### src/design/smi_pkg.sv
// Package: constants, state codes and shared types of the symmetric matrix inverter.
package smi_pkg;

    localparam int SMI_MAX_ORDER   = 8;
    localparam int SMI_DATA_WIDTH  = 32;
    localparam int SMI_FRAC_BITS   = 16;
    localparam int SMI_ORDER_WIDTH = 4;
    localparam logic [SMI_ORDER_WIDTH-1:0] SMI_ORDER_RESET = 4'd8;

    typedef enum logic [3:0] {
        S_LOAD,
        S_RD_W,
        S_GET_W,
        S_RD_G,
        S_GET_G,
        S_DIV,
        S_RD_A,
        S_MUL,
        S_ADD,
        S_RC_GO,
        S_RC,
        S_CP,
        S_OUT_RD,
        S_OUT_WAIT,
        S_OUT_SEND
    } t_state;

    typedef struct packed {
        logic done;
        logic err;
    } t_div_rsp;

endpackage

### src/design/smi_div.sv
// Restoring divider, one quotient bit per cycle, signed result saturated to the data width.
module smi_div #(
    parameter int DATA_WIDTH = smi_pkg::SMI_DATA_WIDTH,
    parameter int QUOT_WIDTH = 2 * smi_pkg::SMI_DATA_WIDTH
) (
    input  logic                         i_clk,
    input  logic                         i_rst_n,
    input  logic                         i_start,
    input  logic signed [QUOT_WIDTH:0]   i_num,
    input  logic signed [DATA_WIDTH-1:0] i_den,
    output smi_pkg::t_div_rsp            o_rsp,
    output logic [DATA_WIDTH-1:0]        o_quot
);
    import smi_pkg::*;

    localparam int DW   = DATA_WIDTH;
    localparam int QW   = QUOT_WIDTH;
    localparam int CNTW = $clog2(QW);
    localparam logic [QW-1:0] LIM_POS = {{(QW-DW+1){1'b0}}, {(DW-1){1'b1}}};
    localparam logic [QW-1:0] LIM_NEG = LIM_POS + QW'(1);
    localparam logic [DW-1:0] VAL_MAX = {1'b0, {(DW-1){1'b1}}};
    localparam logic [DW-1:0] VAL_MIN = {1'b1, {(DW-1){1'b0}}};

    logic            r_busy;
    logic            r_fin;
    logic [CNTW-1:0] r_cnt;
    logic [QW-1:0]   r_q;
    logic [DW-1:0]   r_rem;
    logic [DW-1:0]   r_den;
    logic            r_neg;
    logic [DW-1:0]   r_quot;
    t_div_rsp        r_rsp;

    logic [QW:0]   num_neg;
    logic [QW-1:0] num_mag;
    logic [DW-1:0] den_mag;
    logic [DW:0]   trial;
    logic [DW:0]   diff;
    logic          ge;
    logic [DW-1:0] sat_val;
    logic          sat_err;

    always_comb begin
        num_neg = -i_num;
        num_mag = i_num[QW] ? num_neg[QW-1:0] : i_num[QW-1:0];
        den_mag = i_den[DW-1] ? DW'(-i_den) : i_den;
        trial   = {r_rem, r_q[QW-1]};
        diff    = trial - {1'b0, r_den};
        ge      = (trial >= {1'b0, r_den});
        sat_err = 1'b0;
        if (r_neg) begin
            if (r_q > LIM_NEG) begin
                sat_val = VAL_MIN;
                sat_err = 1'b1;
            end else begin
                sat_val = -r_q[DW-1:0];
            end
        end else begin
            if (r_q > LIM_POS) begin
                sat_val = VAL_MAX;
                sat_err = 1'b1;
            end else begin
                sat_val = r_q[DW-1:0];
            end
        end
    end

    always_ff @(posedge i_clk) begin
        if (!i_rst_n) begin
            r_busy <= 1'b0;
            r_fin  <= 1'b0;
            r_rsp  <= '0;
        end else begin
            r_rsp <= '0;
            r_fin <= 1'b0;
            if (i_start) begin
                if (i_den == '0) begin
                    r_rsp  <= '{done: 1'b1, err: 1'b1};
                    r_quot <= '0;
                end else begin
                    r_busy <= 1'b1;
                    r_cnt  <= '0;
                    r_q    <= num_mag;
                    r_rem  <= '0;
                    r_den  <= den_mag;
                    r_neg  <= i_num[QW] ^ i_den[DW-1];
                end
            end else if (r_busy) begin
                r_rem <= ge ? diff[DW-1:0] : trial[DW-1:0];
                r_q   <= {r_q[QW-2:0], ge};
                r_cnt <= r_cnt + CNTW'(1);
                if (r_cnt == CNTW'(QW - 1)) begin
                    r_busy <= 1'b0;
                    r_fin  <= 1'b1;
                end
            end else if (r_fin) begin
                r_quot <= sat_val;
                r_rsp  <= '{done: 1'b1, err: sat_err};
            end
        end
    end

    assign o_rsp  = r_rsp;
    assign o_quot = r_quot;

endmodule

### config.mk
export PLATFORM = sky130hd
export DESIGN_NAME = smi_div
export DESIGN_NICKNAME = d
export VERILOG_FILES = /design/src/design/smi_pkg.sv /design/src/design/smi_div.sv
export SDC_FILE = /design/constraint.sdc
export NUM_CORES = 1
export LEC_CHECK = 0
export ABC_CLOCK_PERIOD_IN_PS = 5400
export BUFFER_PORTS_ARGS = -buffer_cell sky130_fd_sc_hd__buf_2
export CAP_MARGIN = 20
export CORE_MARGIN = 1.5
export CORE_UTILIZATION = 60
export DETAILED_ROUTE_END_ITERATION = 8
export PLACE_DENSITY_LB_ADDON = 0.3
export SETUP_SLACK_MARGIN = 0.2
export SYNTH_ARGS = -nofsm -noshare
export SYNTH_HDL_FRONTEND = slang
export SYNTH_SLANG_ARGS = --single-unit
### constraint.sdc
create_clock -name i_clk -period 5.4 [get_ports i_clk]
set_input_delay 0.27 -clock i_clk [delete_from_list [all_inputs] [get_ports i_clk]]
set_output_delay 0.27 -clock i_clk [all_outputs]
set_load 0.03 [all_outputs]
==> flow_metrics.tcl, run 1 <==
set metrics [dict create \
    p_switching_mw 1.08 \
    synthesis.area_per_instance_um2 9.66 \
    cp-startpoint "r_rem[0]$_SDFFCE_PP0P_" \
    p_int_mw 2.66 \
    final.fill_count 1381 \
    cts-hold-fix-buffers 0 \
    tns_ns 0 \
    critical_path_depth 11 \
    via_per_inst 6.24 \
    floorplan.initialDensity 0.618 \
    most-common-layout-cells "sky130_fd_sc_hd__edfxtp_1, sky130_fd_sc_hd__nor2_1, sky130_fd_sc_hd__buf_2" \
    total_power_mw 3.74 \
    htree_levels 4 \
    final-setup-viol-count 0 \
    yosysWarnings 0 \
    combinationalPowerShare 0.223 \
    area_growth_syn_to_layout_pct 13.1 \
    worstPathCellList "ha_1 > nor2b_1 > o31ai_1 > a21oi_1 > nor4_1 > nor2_1 > a31o_2 > o21a_1 > buf_4 > mux2i_1 > nor2_1" \
    worst_hold_path_type "input port to flip-flop" \
    netlist_area_um2 11200 \
    worst_setup_path_class "flip-flop to flip-flop" \
    floorplan.die_area_um2 19500 \
    gp_routability_congestion 0.915 \
    vias 9457 \
    io_buffer_count 133 \
    area_of_the_multi_input_gates_um2 5780 \
    maxSlewHeadroom 0.310 \
    post-place-ws_ns 1.47 \
    place.detailed.instances 1483 \
    syn_inst 1162 \
    unrepaired_setup_endpoints_after_global_routing "false" \
    ios 134 \
    tritoncts_clock_tree "done" \
    area.sequential_um2 5090 \
    ys_seq_area_frac 0.454 \
    worst_slew_pin_slew_ns 1.03 \
    worstSetupEndpoint "r_rem[26]$_SDFFCE_PP0P_" \
    die_w_um 140 \
    pin_count_of_the_biggest_net_entering_global_routing 107 \
    result_of_the_run "finished with violations" \
    finClkSkew_ns 0.0123 \
    destination_of_the_worst_register_to_register_timing_path "r_rem[26]$_SDFFCE_PP0P_" \
    final.hold.worst_slack_ns 0.0573 \
    first_global_vias 8825 \
    place_hpwl_um 19100 \
    total_power_per_unit_cell_area_nw_per_um2 294 \
    switching_portion_of_total_power 0.289 \
    p_seq_frac 0.441 \
    violations "DRC" \
    timing.critical_path.from_type "flip-flop" \
    final-instance-count-excl-fill 1515 \
    cts_repair_resize_count 0 \
    dieHeight_um 140 \
    nets 1411 \
    cts_buffers 17 \
    antenna-diode-count 0 \
    wl_per_cell_um 17.8 \
    reg2reg_from "r_rem[0]$_SDFFCE_PP0P_" \
    ys_async_sr_fraction 0 \
    path_buf_inv 1 \
    globalRouteTotalUtil 0.279 \
    worst_r2r_path_depth 11 \
    p_clk_frac 0.336 \
    core_area_um2 18100 \
    postCtsSetupBuffers 0 \
    synth_flop_cell "sky130_fd_sc_hd__edfxtp_1" \
    postRouteAntennaNets 0 \
    grt_antenna_before_repair 0 \
    tritoncts_num_sinks 171 \
    cp_common_cell "sky130_fd_sc_hd__nor2_1" \
    worst_skew_pair.late_latency_ns 0.44 \
    synth_enable_flop_cells 167 \
    synth_seq_cells 171 \
    final-max-slew-violation-count 0 \
    core.rowCount 49 \
    peakVddDrop_mv 0.173 \
    critical_path_required_ns 5.56 \
    post-route-period-util 0.665 \
    clockRootBuffer "sky130_fd_sc_hd__clkbuf_16" \
    report.final.hold_viol_count 0 \
    worst_setup_hold_path_clk_slew_ns 0.07 \
    post-route-min-period_ns 3.59 \
    critPathTopFamily "compound AO/OA/AOI/OAI gates" \
    grt_pass1_wl_um 43400 \
    worst-r2r-setup-slack_ns 1.81 \
    power.static_leakage_nw 4.81 \
    synth_nets 1299 \
    layout_commonest_cell "sky130_fd_sc_hd__edfxtp_1" \
    clockBufferDepth 2 \
    critPathArrivalTime_ns 3.75 \
    share_of_layout_cells_above_drive_strength_1 0.162 \
    setup_slack_ns 1.81 \
    crit_slowest_cell "sky130_fd_sc_hd__nor4_1" \
    drt-pass1-iter-count 7 \
    maxCapViolations 0 \
    crit_path_end_kind "flip-flop" \
    synthDistinctLibCells 71 \
    critical_path_fanout_max 27 \
    drtIter0Drc 836 \
    max_clock_freq_mhz 279 \
    routed_wl_um 26900 \
    detail_route.drc_violations 3 \
    grt_remaining_overflow 0 \
    slowest_delay_ns 0.46 \
]
synth_stat cells, types with 4 or more instances:
master	number	area, um2
sky130_fd_sc_hd__nor2b_1	10	62.6
sky130_fd_sc_hd__nand2b_1	7	43.8
sky130_fd_sc_hd__o211ai_1	4	30.0
sky130_fd_sc_hd__nand2_1	76	285
sky130_fd_sc_hd__o21ai_0	54	270
sky130_fd_sc_hd__nand3b_1	5	37.5
sky130_fd_sc_hd__mux2i_1	21	210
sky130_fd_sc_hd__a21o_1	17	128
sky130_fd_sc_hd__a22o_1	6	52.6
sky130_fd_sc_hd__o21a_1	6	45.0
sky130_fd_sc_hd__mux2_2	8	90.1
sky130_fd_sc_hd__a31oi_1	4	25.0
sky130_fd_sc_hd__a21oi_1	102	510
sky130_fd_sc_hd__or4_1	9	67.6
sky130_fd_sc_hd__nor4_1	20	125
sky130_fd_sc_hd__a211oi_1	9	67.6
sky130_fd_sc_hd__o41ai_1	12	105
sky130_fd_sc_hd__and2_1	6	37.5
sky130_fd_sc_hd__a311oi_1	17	149
sky130_fd_sc_hd__or2_2	8	50.1
sky130_fd_sc_hd__a21boi_0	6	45.0
sky130_fd_sc_hd__clkbuf_1	46	173
sky130_fd_sc_hd__nor2_1	162	608
sky130_fd_sc_hd__xor2_1	68	596
sky130_fd_sc_hd__o22ai_1	10	62.6
sky130_fd_sc_hd__and3_1	4	25.0
sky130_fd_sc_hd__or3_1	21	131
sky130_fd_sc_hd__dfxtp_1	4	80.1
sky130_fd_sc_hd__o31ai_1	30	225
sky130_fd_sc_hd__inv_1	47	176
sky130_fd_sc_hd__nor3_1	27	135
sky130_fd_sc_hd__xnor2_1	56	490
sky130_fd_sc_hd__nand3_1	21	105
sky130_fd_sc_hd__nand4_1	8	50.1
sky130_fd_sc_hd__edfxtp_1	167	5010
sky130_fd_sc_hd__ha_1	36	450
power groups by stage:
stage                     clock, mW  combinational [mW]  sequential, mW
after floorplan                   0               0.609            1.65
after global routing           1.30               0.922            1.66
final                          1.26               0.832            1.65
after detailed placement          0               0.810            1.67
after global placement            0               0.787            1.67
after CTS                      1.26               0.821            1.65
layer usage:
metal  part of all wire  wire length (um)  GRT usage  up-vias
li1                   -                 -          -     4536
met2               0.49             13300      0.466      398
met1               0.41             11100      0.358     4462
met5                  0                 0          0        -
met3              0.061              1650     0.0461       61
met4              0.035               932      0.126        0
flip-flops by register name (all words and copies together), names as in the netlist:
register and cells:
r_q 64, r_busy 1, o_quot 32, r_rem 32, r_neg 1, r_den 32
r_fin 1, r_cnt 6, o_rsp 2
cells by family (layout without fill, tap and decap cells):
kind of cell,Yosys count,after routing,share of synthesized area
multiplexers,30,30,0.0281
adder cells (fa/ha/maj),37,37,0.0419
AO/OA/AOI/OAI,298,298,0.171
flip-flops,171,171,0.454
AND/OR/NAND/NOR,406,406,0.176
buffers and inverters,96,220,0.0322
XOR/XNOR,124,124,0.0968
layout make-up:
type | count | area share
tap | 229 | 0.0226
sequential | 171 | 0.401
multi-input combinational | 895 | 0.455
timing repair buffer | 142 | 0.0595
clock inverter | 14 | 0.0136
inverter | 47 | 0.0139
clock buffer | 17 | 0.0335
worst min path at each step:
stage	endpoint	cells after the start	slack (ns)	start
floorplan	r_den[0]$_DFFE_PP_	0	0.37	i_den[0]
global placement	r_fin$_SDFF_PP0_	2	0.46	r_busy$_SDFFE_PN0P_
detailed placement	r_fin$_SDFF_PP0_	2	0.46	r_busy$_SDFFE_PN0P_
CTS	r_den[0]$_DFFE_PP_	1	0.05	i_den[0]
global route	r_den[0]$_DFFE_PP_	1	0.05	i_den[0]
finish	r_den[0]$_DFFE_PP_	1	0.06	i_den[0]
per-stage QoR:
step,cell area [um2],utilization
floorplan,11200,-
global placement,12100,0.665
detailed placement,12100,0.665
CTS,12700,0.698
global route,12700,0.699
finish,12700,0.699
Power figures use the tool's default switching activity.
==> inputs of run 2 (changes only) <==
Settings changed: ABC_CLOCK_PERIOD_IN_PS 5400 to 3400.
Clock period 5.4 ns to 3.4 ns, I/O delays scaled along.
==> run 2 against run 1 <==
Power rose by 58%. Clock skew fell by 0.0028 ns. Critical endpoint is now o_quot[18]$_SDFFCE_PP0P_. The run still ends with DRC left. Clock-buffer cell count rose by 4. Sequential share of layout area fell by 0.90 points. Worst hold slack got worse by 0.015 ns. Cell area rose by 2.3%. Final cell count rose by 1.8%. Fmax rose by 17%. Highest routed layer unchanged.
==> flow_metrics.tcl, run 2 (synthesis results as in run 1) <==
set metrics [dict create \
    result_of_the_run "finished with violations" \
    violations "DRC" \
    pin_count_of_the_biggest_net_entering_global_routing 73 \
    share_of_layout_cells_above_drive_strength_1 0.186 \
    maxCapViolations 0 \
    place_hpwl_um 20000 \
    maxSlewHeadroom 0.512 \
    clockBufferDepth 2 \
    tritoncts_num_sinks 171 \
    largest_register_ffs 64 \
    worst_setup_path_class "flip-flop to flip-flop" \
    report.final.hold_viol_count 0 \
    crit_slowest_cell "sky130_fd_sc_hd__or3b_2" \
    via_per_inst 6.17 \
    layout_commonest_cell "sky130_fd_sc_hd__edfxtp_1" \
    critical_path_fanout_max 5 \
    antenna-diode-count 0 \
    detail_route.drc_violations 4 \
    final-setup-viol-count 0 \
    timing.critical_path.from_type "flip-flop" \
    placed_area_um2 12200 \
    tns_ns 0 \
    ios 134 \
    worst_hold_path_type "input port to flip-flop" \
    io_buffer_count 133 \
    worst_setup_hold_path_clk_slew_ns 0.06 \
    routed_wl_um 27700 \
    first_global_vias 8834 \
    crit_path_end_kind "flip-flop" \
    floorplan.initialDensity 0.618 \
    path_buf_inv 1 \
    vias 9513 \
    unrepaired_setup_endpoints_after_global_routing "true" \
    grt_pass1_wl_um 44600 \
    clockRootBuffer "sky130_fd_sc_hd__clkbuf_16" \
    worst_skew_pair.late_latency_ns 0.43 \
    critPathTopFamily "simple AND/OR/NAND/NOR gates" \
    core_area_um2 18100 \
    tritoncts_clock_tree "done" \
    power.static_leakage_nw 4.96 \
    grt_remaining_overflow 0 \
    cts_buffers 17 \
    drt-pass1-iter-count 8 \
    globalRouteTotalUtil 0.286 \
    final.hold.worst_slack_ns 0.0422 \
    worstPathCellList "inv_1 > ha_1 > or3b_2 > or3_1 > or3_4 > nor3_4 > nor3b_4 > a31oi_1 > nor2_1 > a311oi_1" \
    registers.top_by_ff_count "r_q" \
    post-route-min-period_ns 3.06 \
    total_power_per_unit_cell_area_nw_per_um2 454 \
    gp_routability_congestion 0.988 \
    post-route-cell-area_um2 13000 \
    area_growth_syn_to_layout_pct 15.7 \
    post-route-period-util 0.900 \
    peakVddDrop_mv 0.400 \
    finClkSkew_ns 0.00948 \
    final-max-slew-violation-count 0 \
    drtIter0Drc 948 \
    die_w_um 140 \
    wl_per_cell_um 18.0 \
    max_clock_freq_mhz 327 \
    grt_antenna_before_repair 0 \
    postRouteAntennaNets 0 \
    slowest_delay_ns 0.53 \
    worst_slew_pin_slew_ns 0.731 \
    core.rowCount 49 \
    critical_path_required_ns 3.55 \
    floorplan.die_area_um2 19500 \
    critPathArrivalTime_ns 3.21 \
    dieHeight_um 140 \
    most-common-layout-cells "sky130_fd_sc_hd__edfxtp_1, sky130_fd_sc_hd__nor2_1, sky130_fd_sc_hd__buf_2" \
    htree_levels 4 \
    nets 1438 \
]
-- run 2: tightest hold or removal path, stage by stage --
cell,delay (ns)
sky130_fd_sc_hd__buf_2,0.14
sky130_fd_sc_hd__nand2_1,0.07
sky130_fd_sc_hd__nor4_1,0.04
-- run 2: final timing paths --
check	start	endpoint	slack [ns]	cells after the start
max	r_q[0]$_DFFE_PP_	o_quot[18]$_SDFFCE_PP0P_	0.34	10
min	i_rst_n	r_fin$_SDFF_PP0_	0.04	3
min reg2reg	r_busy$_SDFFE_PN0P_	r_fin$_SDFF_PP0_	0.46	2
max reg2reg	r_q[0]$_DFFE_PP_	o_quot[18]$_SDFFCE_PP0P_	0.34	10
-- run 2: area by class of cell --
type / count / area (um2)
multi-input combinational: 895 / 5890
inverter: 47 / 176
fill: 1346 / 5160
tap: 229 / 287
clock buffer: 21 / 440
clock inverter: 11 / 119
sequential: 171 / 5090
timing repair buffer: 169 / 973
-- run 2: where the power goes --
part           leakage, nW  switching, mW  internal, mW
Clock                0.267          0.821          1.08
Sequential            1.60          0.104          2.51
Combinational         3.09          0.786         0.586
-- run 2: timing repair --
item | CTS | global route
pin swaps | 0 | 2
endpoints found under the hold margin | 1 | 0
setup buffers | 0 | 6
hold buffers | 1 | 0
gates resized for setup | 1 | 24
endpoints found under the setup margin | 2 | 52
cloned | 0 | 0
-- run 2: per-layer routing --
metal / global-route usage / vias up / routed length [um]
met5: 0 / - / 0
li1: - / 4590 / -
met2: 0.476 / 394 / 13500
met4: 0.111 / 0 / 881
met3: 0.0375 / 67 / 1740
met1: 0.383 / 4462 / 11600
-- run 2: per-stage QoR --
stage	setup slack, ns	std cells	utilization	power (mW)
5_1_grt	0.165	1543	0.715	6.13
4_1_cts	0.214	1537	0.707	5.85
2_1_floorplan	0.345	1162	-	3.59
3_5_place_dp	0.0925	1504	0.675	3.96
6_report	0.342	1543	0.715	5.89
3_3_place_gp	0.155	1504	0.675	3.93
==> inputs of run 3 (changes only) <==
Settings changed: ABC_CLOCK_PERIOD_IN_PS 3400 to default, CORE_UTILIZATION 60 to 64.
Clock period 3.4 ns to 3.8 ns, I/O delays scaled along.
==> run 3 against run 2 <==
The flow now finishes without violations. Critical path depth down 2. Worst hold slack improved by 0.0019 ns. Worst setup slack improved by 0.060 ns. Die area shrank 6.1%. Clock skew up 0.0074 ns. Wire length decreased by 2.1%. Utilization rose by 2.9 points. Critical path type unchanged. Critical endpoint is now o_quot[29]$_SDFFCE_PP0P_. Largest cell class unchanged. Highest routed layer unchanged.
==> flow_metrics.tcl, run 3 (synthesis results as in run 1) <==
set metrics [dict create \
    timing.critical_path.from_type "flip-flop" \
    ios 134 \
    grt_antenna_before_repair 0 \
    die_w_um 135 \
    drt-pass1-iter-count 5 \
    final-max-slew-violation-count 0 \
    pin_count_of_the_biggest_net_entering_global_routing 90 \
    wl_per_cell_um 17.8 \
    gp_routability_congestion 0.876 \
    tritoncts_clock_tree "done" \
    slowest_delay_ns 0.55 \
    final-setup-viol-count 0 \
    clockBufferDepth 2 \
    maxSlewHeadroom 0.455 \
    worst_slew_pin_slew_ns 0.818 \
    cts_buffers 17 \
    core.rowCount 48 \
    place_hpwl_um 19300 \
    destination_of_the_worst_register_to_register_timing_path "o_quot[29]$_SDFFCE_PP0P_" \
    worstPathCellList "or4_1 > nor3_1 > nand4_1 > or3_1 > or3_1 > nor3_1 > a21oi_1 > o211a_1" \
    grt_pass1_wl_um 43200 \
    vias 9548 \
    report.final.hold_viol_count 0 \
    critical_path_fanout_max 6 \
    critPathArrivalTime_ns 3.59 \
    cp-startpoint "r_q[11]$_DFFE_PP_" \
    timing.hold.worst.start "i_rst_n" \
    worst_setup_path_class "flip-flop to flip-flop" \
    path_buf_inv 0 \
    worst_hold_path_type "input port to flip-flop" \
    largest_register_ffs 64 \
    total_power_per_unit_cell_area_nw_per_um2 421 \
    unrepaired_setup_endpoints_after_global_routing "true" \
    post-route-min-period_ns 3.40 \
    routed_wl_um 27100 \
    power.static_leakage_nw 4.89 \
    max_clock_freq_mhz 294 \
    clockRootBuffer "sky130_fd_sc_hd__clkbuf_16" \
    worst-r2r-setup-slack_ns 0.40 \
    whs_endpoint "r_busy$_SDFFE_PN0P_" \
    total_power_mw 5.40 \
    final.fill_count 1159 \
    first_global_vias 8882 \
    layout_commonest_cell "sky130_fd_sc_hd__edfxtp_1" \
    grt_remaining_overflow 0 \
    worst_r2r_path_depth 8 \
    hold-path-cell-count 2 \
    postRouteAntennaNets 0 \
    post-route-period-util 0.894 \
    detail_route.drc_violations 0 \
    antenna-diode-count 0 \
    nets 1421 \
    reg2reg_from "r_q[11]$_DFFE_PP_" \
    tns_ns 0 \
    worst_skew_pair.late_latency_ns 0.44 \
    finClkSkew_ns 0.0168 \
    crit_slowest_cell "sky130_fd_sc_hd__or4_1" \
    critPathTopFamily "simple AND/OR/NAND/NOR gates" \
    critical_path_depth 8 \
    most-common-layout-cells "sky130_fd_sc_hd__edfxtp_1, sky130_fd_sc_hd__nor2_1, sky130_fd_sc_hd__buf_2" \
    tritoncts_num_sinks 171 \
    floorplan.die_area_um2 18300 \
    crit_path_end_kind "flip-flop" \
    globalRouteTotalUtil 0.300 \
    worst_setup_hold_path_clk_slew_ns 0.08 \
    floorplan.initialDensity 0.651 \
    area_growth_syn_to_layout_pct 14.3 \
    registers.top_by_ff_count "r_q" \
    result_of_the_run "completed" \
    io_buffer_count 133 \
    htree_levels 4 \
    drtIter0Drc 967 \
    dieHeight_um 135 \
    via_per_inst 6.27 \
    maxCapViolations 0 \
    critical_path_required_ns 3.99 \
    peakVddDrop_mv 0.342 \
    core_area_um2 17200 \
    share_of_layout_cells_above_drive_strength_1 0.170 \
]
==> run 3: cell type report <==
type / count / area (um2) / share of cell area
tap: 225 / 282 / 0.0219
multi-input combinational: 895 / 5800 / 0.452
sequential: 171 / 5090 / 0.397
clock buffer: 17 / 425 / 0.0332
inverter: 47 / 176 / 0.0138
clock inverter: 15 / 203 / 0.0158
timing repair buffer: 152 / 851 / 0.0663
==> run 3: layer usage <==
metal	up-vias	track usage	routed length, um
li1	4562	-	-
met1	4506	0.367	10800
met2	419	0.533	13900
met3	61	0.0456	1610
met4	0	0.119	843
met5	-	0	0
==> run 3: worst max path at each step <==
stage	slack, ns	to
2_1_floorplan	0.39	o_quot[0]$_SDFFCE_PP0P_
3_3_place_gp	0.41	r_q[24]$_DFFE_PP_
3_5_place_dp	0.34	o_quot[18]$_SDFFCE_PP0P_
4_1_cts	0.32	o_quot[29]$_SDFFCE_PP0P_
5_1_grt	0.20	o_quot[29]$_SDFFCE_PP0P_
6_report	0.40	o_quot[29]$_SDFFCE_PP0P_
==> run 3: worst reg2reg max path, delay by kind of cell, from the launching register on <==
kind	cells	cell delay, ns
AO/OA/AOI/OAI	2	0.35
flip-flops	1	0.51
AND/OR/NAND/NOR	6	2.27
==> run 3: power by group <==
group	switching [mW]	internal (mW)	total [mW]
Sequential	0.0929	2.25	2.34
Combinational	0.688	0.503	1.19
Clock	0.803	1.06	1.86
Total	1.58	3.81	5.40
==> run 3: metrics by stage <==
stage          setup slack (ns)  instances   util  cell area, um2  hold slack [ns]
5_1_grt                   0.197       1522  0.744           12800           0.0482
3_5_place_dp              0.343       1489  0.706           12200            0.409
4_1_cts                   0.321       1522  0.743           12800           0.0406
2_1_floorplan             0.386       1162      -           11200            0.289
3_3_place_gp              0.413       1489  0.706           12200            0.411
6_report                  0.401       1522  0.744           12800           0.0441
==> run 3: repair_timing <==
action                                 in CTS  in global routing
setup endpoints to repair                   0                 18
endpoints found under the hold margin       1                  0
hold buffers                                1                  0
buffers inserted                            0                  0
resized for setup                           0                  3
